===== config.mk =====
export PLATFORM = sky130hd
export DESIGN_NAME = event_wait_matching_queues
export DESIGN_NICKNAME = d
export VERILOG_FILES = /design/src/sv/ewmq_pkg.sv /design/src/sv/ewmq_ctrl.sv /design/src/sv/ewmq_dp.sv /design/src/sv/event_wait_matching_queues.sv
export SDC_FILE = /design/constraint.sdc
export NUM_CORES = 2
export LEC_CHECK = 0
export ABC_AREA = 1
export BUFFER_PORTS_ARGS = -buffer_cell sky130_fd_sc_hd__buf_2
export CAP_MARGIN = 5
export CORE_ASPECT_RATIO = 1.4
export CORE_UTILIZATION = 25
export CTS_BUF_LIST = sky130_fd_sc_hd__clkbuf_8
export DETAILED_ROUTE_END_ITERATION = 6
export REMOVE_ABC_BUFFERS = 1
export SLEW_MARGIN = 20
export SYNTH_ARGS = -nofsm -noshare
export SYNTH_HDL_FRONTEND = slang
export SYNTH_SLANG_ARGS = --single-unit

===== constraint.sdc =====
create_clock -name clk -period 15.5 [get_ports clk]
set_input_delay 3.1 -clock clk [delete_from_list [all_inputs] [get_ports clk]]
set_output_delay 3.1 -clock clk [all_outputs]
set_load 0.03 [all_outputs]

===== src/sv/ewmq_pkg.sv =====
// ---------------------------------------------------------------------------
// ewmq_pkg
// shared constants and controller/datapath command and status types
// ---------------------------------------------------------------------------
package ewmq_pkg;

  localparam int EVENT_DEPTH = 16;
  localparam int WAIT_DEPTH  = 16;
  localparam int ID_BITS     = 16;

  localparam int EV_IDX_W = $clog2(EVENT_DEPTH);
  localparam int WT_IDX_W = $clog2(WAIT_DEPTH);
  localparam int EV_CNT_W = $clog2(EVENT_DEPTH + 1);
  localparam int WT_CNT_W = $clog2(WAIT_DEPTH + 1);

  localparam int SCAN_W = (EV_CNT_W > WT_CNT_W) ? EV_CNT_W : WT_CNT_W;

  localparam logic       FUNC_POST  = 1'b0;
  localparam logic       FUNC_WAIT  = 1'b1;
  localparam logic [1:0] KIND_LOAD  = 2'd0;

  typedef enum logic [1:0] {
    ST_MATCHED   = 2'd0,
    ST_EV_QUEUED = 2'd1,
    ST_WT_QUEUED = 2'd2,
    ST_DROPPED   = 2'd3
  } status_t;

  // controller -> datapath
  typedef struct packed {
    logic load_in;     // capture input beat
    logic scan_clr;    // reset scan index
    logic scan_inc;    // advance scan index
    logic hit_take;    // deliver matched entry into result
    logic shift;       // close gap: move entry idx+1 to idx
    logic remove_done; // decrement count of scanned queue
    logic append;      // append captured item to its queue
    logic drop;        // result = dropped
  } ctl_t;

  // datapath -> controller
  typedef struct packed {
    logic func;
    logic scan_end;   // index reached count
    logic hit;        // entry at index matches
    logic shift_end;  // idx+1 >= count
    logic full;       // own queue full
  } sts_t;

endpackage


===== src/sv/ewmq_ctrl.sv =====
// ---------------------------------------------------------------------------
// ewmq_ctrl
// sequencer: scan, remove-with-shift, append or drop, then one result strobe
// ---------------------------------------------------------------------------
module ewmq_ctrl import ewmq_pkg::*; (
  input  logic clk,
  input  logic rst_n,
  input  logic start,
  output logic busy,
  output logic out_valid,
  input  sts_t sts,
  output ctl_t ctl
);

  typedef enum logic [2:0] {S_IDLE, S_SCAN, S_SHIFT, S_DONE} state_t;

  state_t state_r, state_nxt;
  logic   valid_nxt, valid_r;

  always_comb begin
    state_nxt = state_r;
    valid_nxt = 1'b0;
    ctl       = '0;
    case (state_r)
      S_IDLE: begin
        if (start) begin
          ctl.load_in  = 1'b1;
          ctl.scan_clr = 1'b1;
          state_nxt    = S_SCAN;
        end
      end
      S_SCAN: begin
        if (sts.scan_end) begin
          if (sts.full) ctl.drop = 1'b1;
          else          ctl.append = 1'b1;
          valid_nxt = 1'b1;
          state_nxt = S_DONE;
        end else if (sts.hit) begin
          ctl.hit_take = 1'b1;
          state_nxt    = S_SHIFT;
        end else begin
          ctl.scan_inc = 1'b1;
        end
      end
      S_SHIFT: begin
        if (sts.shift_end) begin
          ctl.remove_done = 1'b1;
          valid_nxt       = 1'b1;
          state_nxt       = S_DONE;
        end else begin
          ctl.shift    = 1'b1;
          ctl.scan_inc = 1'b1;
        end
      end
      S_DONE: state_nxt = S_IDLE;
      default: state_nxt = S_IDLE;
    endcase
  end

  always_ff @(posedge clk) begin
    if (!rst_n) begin
      state_r <= S_IDLE;
      valid_r <= 1'b0;
    end else begin
      state_r <= state_nxt;
      valid_r <= valid_nxt;
    end
  end

  assign busy      = (state_r != S_IDLE);
  assign out_valid = valid_r;

endmodule


===== src/sv/ewmq_dp.sv =====
// ---------------------------------------------------------------------------
// ewmq_dp
// queue storage, scan index, match compare and result registers
// ---------------------------------------------------------------------------
module ewmq_dp import ewmq_pkg::*; (
  input  logic                clk,
  input  logic                rst_n,
  input  ctl_t                ctl,
  output sts_t                sts,
  input  logic                in_func,
  input  logic [ID_BITS-1:0]  in_event_id,
  input  logic [1:0]          in_event_kind,
  input  logic [31:0]         in_event_offset,
  input  logic [31:0]         in_event_length,
  input  logic                in_accept_any,
  input  logic [ID_BITS-1:0]  in_filter_id,
  input  logic [15:0]         in_waiter_tag,
  output logic [1:0]          out_status,
  output logic [15:0]         out_done_tag,
  output logic [1:0]          out_done_kind,
  output logic [ID_BITS-1:0]  out_done_id,
  output logic [31:0]         out_done_offset,
  output logic [31:0]         out_done_length
);

  logic [ID_BITS-1:0] ev_ids_r     [EVENT_DEPTH];
  logic [1:0]         ev_kinds_r   [EVENT_DEPTH];
  logic [31:0]        ev_offsets_r [EVENT_DEPTH];
  logic [31:0]        ev_lengths_r [EVENT_DEPTH];
  logic               wt_any_r     [WAIT_DEPTH];
  logic [ID_BITS-1:0] wt_filters_r [WAIT_DEPTH];
  logic [15:0]        wt_tags_r    [WAIT_DEPTH];
  logic [EV_CNT_W-1:0] ev_count_r;
  logic [WT_CNT_W-1:0] wt_count_r;

  logic               func_r;
  logic [ID_BITS-1:0] id_r, filter_r;
  logic [1:0]         kind_r;
  logic [31:0]        off_r, len_r;
  logic               any_r;
  logic [15:0]        tag_r;
  logic [SCAN_W-1:0]  idx_r;

  logic [EV_IDX_W-1:0] ev_i, ev_i1;
  logic [WT_IDX_W-1:0] wt_i, wt_i1;
  logic [SCAN_W-1:0]   idx1;
  logic [SCAN_W-1:0]   cnt;

  assign ev_i  = idx_r[EV_IDX_W-1:0];
  assign wt_i  = idx_r[WT_IDX_W-1:0];
  assign idx1  = idx_r + SCAN_W'(1);
  assign ev_i1 = idx1[EV_IDX_W-1:0];
  assign wt_i1 = idx1[WT_IDX_W-1:0];
  assign cnt   = (func_r == FUNC_POST) ? SCAN_W'(wt_count_r) : SCAN_W'(ev_count_r);

  always_comb begin
    sts.func      = func_r;
    sts.scan_end  = (idx_r >= cnt);
    sts.shift_end = (idx1 >= cnt);
    if (func_r == FUNC_POST) begin
      sts.hit  = wt_any_r[wt_i] || (wt_filters_r[wt_i] == id_r);
      sts.full = (ev_count_r == EV_CNT_W'(EVENT_DEPTH));
    end else begin
      sts.hit  = any_r || (filter_r == ev_ids_r[ev_i]);
      sts.full = (wt_count_r == WT_CNT_W'(WAIT_DEPTH));
    end
  end

  always_ff @(posedge clk) begin
    if (!rst_n) begin
      ev_count_r <= '0;
      wt_count_r <= '0;
    end else if (ctl.remove_done) begin
      if (func_r == FUNC_POST) wt_count_r <= wt_count_r - WT_CNT_W'(1);
      else                     ev_count_r <= ev_count_r - EV_CNT_W'(1);
    end else if (ctl.append) begin
      if (func_r == FUNC_POST) ev_count_r <= ev_count_r + EV_CNT_W'(1);
      else                     wt_count_r <= wt_count_r + WT_CNT_W'(1);
    end
  end

  always_ff @(posedge clk) begin
    if (ctl.load_in) begin
      func_r   <= in_func;
      id_r     <= in_event_id;
      kind_r   <= in_event_kind;
      off_r    <= in_event_offset;
      len_r    <= in_event_length;
      any_r    <= in_accept_any;
      filter_r <= in_filter_id;
      tag_r    <= in_waiter_tag;
    end
    if (ctl.scan_clr)      idx_r <= '0;
    else if (ctl.scan_inc) idx_r <= idx1;

    if (ctl.shift) begin
      if (func_r == FUNC_POST) begin
        wt_any_r[wt_i]     <= wt_any_r[wt_i1];
        wt_filters_r[wt_i] <= wt_filters_r[wt_i1];
        wt_tags_r[wt_i]    <= wt_tags_r[wt_i1];
      end else begin
        ev_ids_r[ev_i]     <= ev_ids_r[ev_i1];
        ev_kinds_r[ev_i]   <= ev_kinds_r[ev_i1];
        ev_offsets_r[ev_i] <= ev_offsets_r[ev_i1];
        ev_lengths_r[ev_i] <= ev_lengths_r[ev_i1];
      end
    end
    if (ctl.append) begin
      if (func_r == FUNC_POST) begin
        ev_ids_r[ev_count_r[EV_IDX_W-1:0]]     <= id_r;
        ev_kinds_r[ev_count_r[EV_IDX_W-1:0]]   <= kind_r;
        ev_offsets_r[ev_count_r[EV_IDX_W-1:0]] <= off_r;
        ev_lengths_r[ev_count_r[EV_IDX_W-1:0]] <= len_r;
      end else begin
        wt_any_r[wt_count_r[WT_IDX_W-1:0]]     <= any_r;
        wt_filters_r[wt_count_r[WT_IDX_W-1:0]] <= filter_r;
        wt_tags_r[wt_count_r[WT_IDX_W-1:0]]    <= tag_r;
      end
    end

    // result register
    if (ctl.hit_take) begin
      out_status <= ST_MATCHED;
      if (func_r == FUNC_POST) begin
        out_done_tag    <= wt_tags_r[wt_i];
        out_done_kind   <= kind_r;
        out_done_id     <= id_r;
        out_done_offset <= (kind_r == KIND_LOAD) ? off_r : '0;
        out_done_length <= (kind_r == KIND_LOAD) ? len_r : '0;
      end else begin
        out_done_tag    <= tag_r;
        out_done_kind   <= ev_kinds_r[ev_i];
        out_done_id     <= ev_ids_r[ev_i];
        out_done_offset <= (ev_kinds_r[ev_i] == KIND_LOAD) ? ev_offsets_r[ev_i] : '0;
        out_done_length <= (ev_kinds_r[ev_i] == KIND_LOAD) ? ev_lengths_r[ev_i] : '0;
      end
    end else if (ctl.append || ctl.drop) begin
      if (ctl.drop)                 out_status <= ST_DROPPED;
      else if (func_r == FUNC_POST) out_status <= ST_EV_QUEUED;
      else                          out_status <= ST_WT_QUEUED;
      out_done_tag    <= '0;
      out_done_kind   <= '0;
      out_done_id     <= '0;
      out_done_offset <= '0;
      out_done_length <= '0;
    end
  end

endmodule


===== src/sv/event_wait_matching_queues.sv =====
// ---------------------------------------------------------------------------
// event_wait_matching_queues
// rendezvous engine pairing posted events with waiters, wildcard id match
// ---------------------------------------------------------------------------
// Usage: drive the in_ fields and raise start while busy is low; the beat is
// taken at that edge. in_func = 0 posts an event, 1 submits a wait. Each
// beat yields exactly one result, shown on the out_ ports for one cycle with
// out_valid high; the receiver cannot stall and must take it.
// Sequence: the beat is captured, queued entries are scanned in order one
// per cycle, then on a match the following entries are shifted down one per
// cycle to close the gap, then the registered result is shown in the closing
// state. The 16-entry register-file queues are scanned and shifted a single
// entry per cycle. busy is low only when idle.
// Reset (rst_n low, synchronous) empties both queues and drops any beat in
// flight; entry storage itself is not cleared.
// ---------------------------------------------------------------------------
module event_wait_matching_queues import ewmq_pkg::*; (
  input  logic                clk,
  input  logic                rst_n,
  input  logic                start,
  output logic                busy,
  input  logic                in_func,
  input  logic [ID_BITS-1:0]  in_event_id,
  input  logic [1:0]          in_event_kind,
  input  logic [31:0]         in_event_offset,
  input  logic [31:0]         in_event_length,
  input  logic                in_accept_any,
  input  logic [ID_BITS-1:0]  in_filter_id,
  input  logic [15:0]         in_waiter_tag,
  output logic                out_valid,
  output logic [1:0]          out_status,
  output logic [15:0]         out_done_tag,
  output logic [1:0]          out_done_kind,
  output logic [ID_BITS-1:0]  out_done_id,
  output logic [31:0]         out_done_offset,
  output logic [31:0]         out_done_length
);

  ctl_t ctl;
  sts_t sts;

  ewmq_ctrl u_ctrl (
    .clk(clk), .rst_n(rst_n), .start(start), .busy(busy),
    .out_valid(out_valid), .sts(sts), .ctl(ctl)
  );

  ewmq_dp u_dp (
    .clk(clk), .rst_n(rst_n), .ctl(ctl), .sts(sts),
    .in_func(in_func), .in_event_id(in_event_id), .in_event_kind(in_event_kind),
    .in_event_offset(in_event_offset), .in_event_length(in_event_length),
    .in_accept_any(in_accept_any), .in_filter_id(in_filter_id),
    .in_waiter_tag(in_waiter_tag), .out_status(out_status),
    .out_done_tag(out_done_tag), .out_done_kind(out_done_kind),
    .out_done_id(out_done_id), .out_done_offset(out_done_offset),
    .out_done_length(out_done_length)
  );

  // result strobe only while a beat is being finished
  a_valid_busy: assert property (@(posedge clk) disable iff (!rst_n)
    out_valid |-> busy) else $error("result strobe outside a busy item");

  a_one_result: assert property (@(posedge clk) disable iff (!rst_n)
    out_valid |=> !out_valid) else $error("two result strobes in a row");

  a_accept_then_busy: assert property (@(posedge clk) disable iff (!rst_n)
    (start && !busy) |=> busy) else $error("accepted beat did not start work");

  a_unmatched_zero: assert property (@(posedge clk) disable iff (!rst_n)
    (out_valid && out_status != ST_MATCHED) |-> (out_done_tag == '0 && out_done_id == '0))
    else $error("unmatched result carries payload");

endmodule


# --- Yosys cells after proc, flatten, opt, wreduce, memory -nomap -nowiden ---
# Memories as Yosys holds them, arrays and structs flattened. A register that Yosys moved wholly into a read port is not among the register bits.
# Cells that the tools add are included.
classes:
  n_reduce_logical: 20
  muxes: 96
  addsub: 5
  eq_ne: 12
  order_cmp: 2
op_table:
  columns: ["operator", "n"]
  rows:
  - ["$mux W32", 11]
  - ["$mux W16", 8]
  - ["$mux W4", 21]
  - ["$reduce_or A32 Y1", 2]
  - ["$reduce_or A16 Y1", 3]
  - ["$mux W5", 9]
  - ["$eq A16 B16 Y1", 2]
  - ["$mux W1", 28]
  - ["$mux W2", 12]
  - ["$add A5 B1 Y5 const B", 3]
  - ["$mux W3", 4]
  - ["$eq A5 B5 Y1 const B", 2]
  - ["$ge A5 B5 Y1", 2]
  - ["$sub A5 B1 Y5 const B", 2]
  - ["$pmux W3 S3", 1]
  - ["$reduce_and A3 Y1", 3]
  - ["$ne A2 B2 Y1 const B", 4]
  - ["$reduce_bool A2 Y1", 3]
  - ["$logic_not A2 Y1", 2]
  - ["$pmux W1 S2", 2]
  - ["$eq A3 B1 Y1 const B", 1]
  - ["$eq A3 B2 Y1 const B", 1]
  - ["$logic_not A3 Y1", 1]
  - ["$logic_or A1 B1 Y1", 3]
  - ["other kinds (5)", 5]
word_totals:
  mem_bits_rw: 1840
  mem_count: 7
  register_bits: 235
  out_inout_bits: 102
memory_table:
  columns: ["name", "depth", "width", "rd", "rd_clocked_by_memory_dff", "write_ports", "line", "text"]
  rows:
  - ["u_dp.ev_lengths_r", 16, 32, 2, 1, 1, "ewmq_dp.sv:29", "logic [31:0] ev_lengths_r [EVENT_DEPTH];"]
  - ["u_dp.ev_offsets_r", 16, 32, 2, 1, 1, "ewmq_dp.sv:28", "logic [31:0] ev_offsets_r [EVENT_DEPTH];"]
  - ["u_dp.ev_ids_r", 16, 16, 2, 1, 1, "ewmq_dp.sv:26", "logic [ID_BITS-1:0] ev_ids_r [EVENT_DEPTH];"]
  - ["u_dp.wt_filters_r", 16, 16, 2, 1, 1, "ewmq_dp.sv:31", "logic [ID_BITS-1:0] wt_filters_r [WAIT_DEPTH];"]
  - ["u_dp.wt_tags_r", 16, 16, 2, 1, 1, "ewmq_dp.sv:32", "logic [15:0] wt_tags_r [WAIT_DEPTH];"]
  - ["u_dp.ev_kinds_r", 16, 2, 2, 1, 1, "ewmq_dp.sv:27", "logic [1:0] ev_kinds_r [EVENT_DEPTH];"]
  - ["1 more memories", null, null, null, null, null, null, null]

# --- Logic depth before layout (Yosys ltp) ---
depth:
  ltp_word: 9
  depth_mapped: 23
  ltp_nobuf: 21

# --- Modules after synthesis ---
# A second synthesis with hierarchy kept.
hier_totals:
  cells_unflattened: 10111
  hier_area_um2: 100082.2
modules_own_cells:
  columns: ["mod", "seq_area_each_um2", "instances", "area_each_um2", "cells_each"]
  rows:
  - ["ewmq_dp", 62099.6, 1, 99803.2, 10067]
  - ["ewmq_ctrl", 60.1, 1, 279.0, 44]

# --- Worst setup path before layout ---
# OpenSTA, ideal clock, no wires.
synth_timing:
  path_type: "register to register"
  from: "register u_dp.idx_r[0]"
  to: "memory u_dp.ev_ids_r[12][0] (enable)"
  synth_period_minus_slack_ps: 9408
  arrival_time_ps: 8786
  required_ps: 14877
  path_slack_ps: 6092
  stages_incl_launch_ff: 21
  cell_sequence: "dfxtp_1 > inv_1 > buf_2 > clkbuf_1 > clkbuf_1 > clkbuf_1 > ha_1 > inv_1 > nand2_1 > a21oi_1 > o21bai_1 > a21oi_1 > nor2_1 > nor2_1 > nor2_1 > nand3_1 > nor2_1 > buf_2 > o21ai_0 > inv_1 > nor3_1"
synth_via:
  elab_chain_cells: 7
  elab_cells_between_ends: 14
  classes_between: "add/sub (1); order compare (2); mux (10); reduce/logical (1)"
synth_rtl:
  columns: ["item", "line", "text"]
  rows:
  - ["start: declaration", "ewmq_dp.sv:42", "logic [SCAN_W-1:0] idx_r;"]
  - ["start signal: assignment", "ewmq_dp.sv:94", "else if (ctl.scan_inc) idx_r <= idx1;"]
  - ["$add A5 B1 Y5", "ewmq_dp.sv:51", "assign idx1 = idx_r + SCAN_W'(1);"]
  - ["named net u_dp.idx1[0]", "ewmq_dp.sv:46", "logic [SCAN_W-1:0] idx1;"]
  - ["$ge A5 B5 Y1", "ewmq_dp.sv:59", "sts.shift_end = (idx1 >= cnt);"]
  - ["$mux W1", "ewmq_ctrl.sv:46", "if (sts.shift_end) begin"]
  - ["$mux W2", "ewmq_ctrl.sv:24", "case (state_r)"]
  - ["$mux W1", "ewmq_dp.sv:96", "if (ctl.shift) begin"]
  - ["$mux W1 (implied by the code)", "ewmq_dp.sv:102", "ev_ids_r[ev_i] <= ev_ids_r[ev_i1];"]
  - ["$mux W1 (no source line)", null, null]
  - ["end: declaration", "ewmq_dp.sv:26", null]
# The timed path passes the listed nets, and every way through them passes these cells.

==> flow_summary.yaml <==
final_layout:
  area_delta_synth_final_pct: 12.5
  fin_nets: 10000
  final_core_util_pct: 28.3
  design_area_um2: 112000
  mostFrequentLayoutCell: "edfxtp_1"
  drive_gt1_share_pct: 9.28
  final_cell_mix: "edfxtp_1 (2054), o21ai_0 (1528), nand2_1 (1499)"
timing:
  tns_ns: 0
  fin_crit_ns: 7.39
  fin_crit_sh_pct: 47.7
  max_freq_ghz: 0.135
  slew_violations: 0
  fin_hold_ws_ns: 0.491
  finalSetupViolCount: 0
  finClkSkew_ns: 0.114
  rsz0062_at_grt: "false"
  tightest_slew_ns: 1.30
  hold_violations: 0
  maxSlewHeadroom_pct: 13.6
clock_tree:
  post_cts_buffers: 0
  cts_hold_buf: 0
  numCtsBuffers: 313
  clock_sinks: 2078
  root_buffer: "clkbuf_8"
  cts_tree: "done"
  clock_latency_ns: 1.05
  cts.repair.resized: 0
  htreeDepth: 5
  clk_pin_slew_ns: 0.07
  cts_buffer_depth: 4
placed_design:
  finalWeightedCongestion: 0.803
  port_buffers: 220
  dp_hpwl_um: 181000
  dpl_cell_area_um2: 106000
logic_synthesis:
  synth_top_family_by_area: "compound AO/OA/AOI/OAI gates"
  synth_compound_area_share_pct: 19.2
  yosys_warnings: 0
  synth_mux_area_share_pct: 0
  ys_types: 45
  synth-simple-area-share_pct: 12.4
  synthesis.area_um2: 99600
  synth_seq_cells: 2078
  synthArstFlopShare_pct: 0
  synth-edff-count: 2054
  synth_cells: 10000
  synth-xor-area-share_pct: 0.0967
  seq_area_frac_synth_pct: 62.4
  ys.flop_type: "edfxtp_1"
  synth_adder_area_share_pct: 0.304
  syn_avg_cell_area_um2: 9.96
setup_path:
  critPathKind: "reg2reg"
  worstPathArrival_ns: 7.96
  cp-end-kind: "flop"
  worstPathMaxFanout: 86
  rrSetupSlack_ns: 8.11
  timing.rr.end: "u_dp.out_done_length[2]"
  crit_path_start_kind: "flop"
  r2r_cells: 18
  crit_required_ns: 16.07
detailed_routing:
  antenna_left: 0
  vias: 80400
  drtIter0Drc: 8591
  routed_via_density: 5.23
  drc: 0
  dr.pass1.iters: 6
  wl_per_cell_um: 22.8
  wirelength_um: 350000
worst_hold_path:
  hold_path.class: "reg2reg"
  holdPathEnd: "u_dp.ev_count_r[4]"
  min_from: "u_dp.ev_count_r[4]"
  min_path_cells: 2
power:
  power.leakage_nw: 38.8
  p_per_area_nw_per_um2: 229
  power_mw: 25.6
  vdd_drop_max_v: 0.000154
floorplan:
  die_h_um: 749
  die_x_um: 535
  coreArea_um2: 396000
  dieArea_um2: 401000
  placementRows: 273
  initial_core_util_pct: 25.2
  io_pins: 221
job:
  cap_violations: 0
status:
  status: "complete, no violations"
global_route:
  grt_pass1_wl_um: 506000
  grt_pass1_vias: 78800
  grt_usage_pct: 16.7
  antenna_found_initial: 27
  overflow: 0
  grt_max_degree: 231
==> worst max path at each step <==
stage                        from                       end  slack, ns  cells after the start
CTS                          flop   u_dp.out_done_length[2]       8.28                     18
finish                       flop   u_dp.out_done_length[2]       8.11                     18
floorplan           u_dp.idx_r[0]      u_dp.ev_ids_r[12][0]     -52.54                     16
global placement             flop   u_dp.out_done_length[2]       8.33                     18
global route                 flop   u_dp.out_done_length[2]       7.83                     18
detailed placement           flop  u_dp.out_done_length[10]       8.35                     18
==> per-layer routing <==
layer  track usage (%)  up-vias  wire, µm
li1                  -    35900         -
met2              28.4     4075    167000
met5                 0        -        36
met1              20.0    39500    136000
met3              2.37      933     27200
met4              10.0        6     20800
==> power by group <==
| part | switching (mW) | internal, mW |
|---|---|---|
| clock | 2.25 | 2.22 |
| sequential | 0.385 | 9.06 |
| combinational | 8.81 | 2.90 |
| total | 11.4 | 14.2 |
==> synth_stat cells, types with 2 or more instances <==
| cell | number | area [µm²] |
|---|---|---|
| o21ai_0 | 1534 | 7680 |
| o221ai_1 | 24 | 210 |
| buf_1 | 84 | 315 |
| a21oi_1 | 1180 | 5910 |
| a221oi_1 | 132 | 1160 |
| clkbuf_1 | 577 | 2170 |
| inv_2 | 3 | 11.3 |
| xnor2_1 | 2 | 17.5 |
| clkbuf_2 | 7 | 35.0 |
| nor2_1 | 945 | 3550 |
| a211oi_2 | 7 | 87.6 |
| a211oi_1 | 19 | 143 |
| nand2_1 | 1500 | 5630 |
| o32ai_1 | 3 | 26.3 |
| or2_2 | 13 | 81.3 |
| dfxtp_1 | 24 | 480 |
| or2_1 | 8 | 50.1 |
| or2_0 | 2 | 12.5 |
| o211ai_1 | 120 | 901 |
| buf_6 | 25 | 282 |
| buf_2 | 119 | 596 |
| clkinv_1 | 2 | 7.51 |
| inv_1 | 561 | 2110 |
| xor2_1 | 9 | 78.8 |
| a221o_1 | 62 | 621 |
| edfxtp_1 | 2054 | 61700 |
| nor4_1 | 2 | 12.5 |
| a31oi_1 | 101 | 632 |
| o22ai_1 | 163 | 1020 |
| fa_1 | 2 | 40.0 |
| o31ai_1 | 16 | 120 |
| nand3_1 | 582 | 2910 |
| nor3_1 | 16 | 80.1 |
| o21a_1 | 3 | 22.5 |
| o311ai_0 | 62 | 543 |
| buf_4 | 10 | 75.1 |
| ha_1 | 21 | 263 |
==> stage by stage <==
stage                     std cells  worst slack (ns)
after floorplan                9180            -52.54
after global placement        14800              8.33
after detailed placement      14800              8.35
after CTS                     15400              8.28
after global routing          15400              7.83
final                         15400              8.11
==> logic make-up (layout without fill, tap and decap cells) <==
family / after synthesis / count (layout)
other: 0 / 15
AOI/OAI and AO/OA: 3430 / 3430
xor gates and xnor gates: 11 / 11
buffers and inverters: 1388 / 1520
and+or+nand+nor: 3072 / 3072
DFF: 2078 / 2078
adders and majority gates: 23 / 23
==> cell type report <==
| cell class | instances | area (µm²) |
|---|---|---|
| clock inverters | 230 | 1400 |
| multi-input cells | 6536 | 32600 |
| well taps | 5225 | 6540 |
| flip-flops and latches | 2078 | 62200 |
| inverters | 566 | 2210 |
| fillers | 41000 | 283000 |
| clock buffers | 326 | 4490 |
| diodes | 15 | 37.5 |
| repair buffers | 398 | 2590 |
==> critical path: stages, from the launching register on <==
cell and delay [ns]:
dfxtp_4 0.92, buf_4 0.77, buf_4 0.86, buf_4 0.68
o21ai_0 0.19, nand2_1 0.09, nand3_1 0.08, nand3_1 0.15
nand2_1 0.08, nand2_1 0.07, nand2_1 0.06, nor2_1 0.16
nand2_1 0.08, nor2_1 0.11, nand2_1 0.06, nand2_1 0.17
nand3_4 0.59, nand2_4 0.88, buf_4 0.71
==> registers in the layout (all words and copies together), names as in the netlist, 5 cells and up, named ones only <==
| signal | count |
|---|---|
| u_dp.ev_lengths_r | 512 |
| u_dp.ev_offsets_r | 512 |
| u_dp.ev_ids_r | 256 |
| u_dp.wt_filters_r | 256 |
| u_dp.wt_tags_r | 256 |
| u_dp.ev_kinds_r | 32 |
| u_dp.len_r | 32 |
| u_dp.off_r | 32 |
| u_dp.out_done_length | 32 |
| u_dp.out_done_offset | 32 |
| u_dp.filter_r | 16 |
| u_dp.id_r | 16 |
| u_dp.out_done_id | 16 |
| u_dp.out_done_tag | 16 |
| u_dp.tag_r | 16 |
| u_dp.wt_any_r | 16 |
| u_dp.ev_count_r | 5 |
| u_dp.idx_r | 5 |
| u_dp.wt_count_r | 5 |
(Power assumes the default switching activity.)
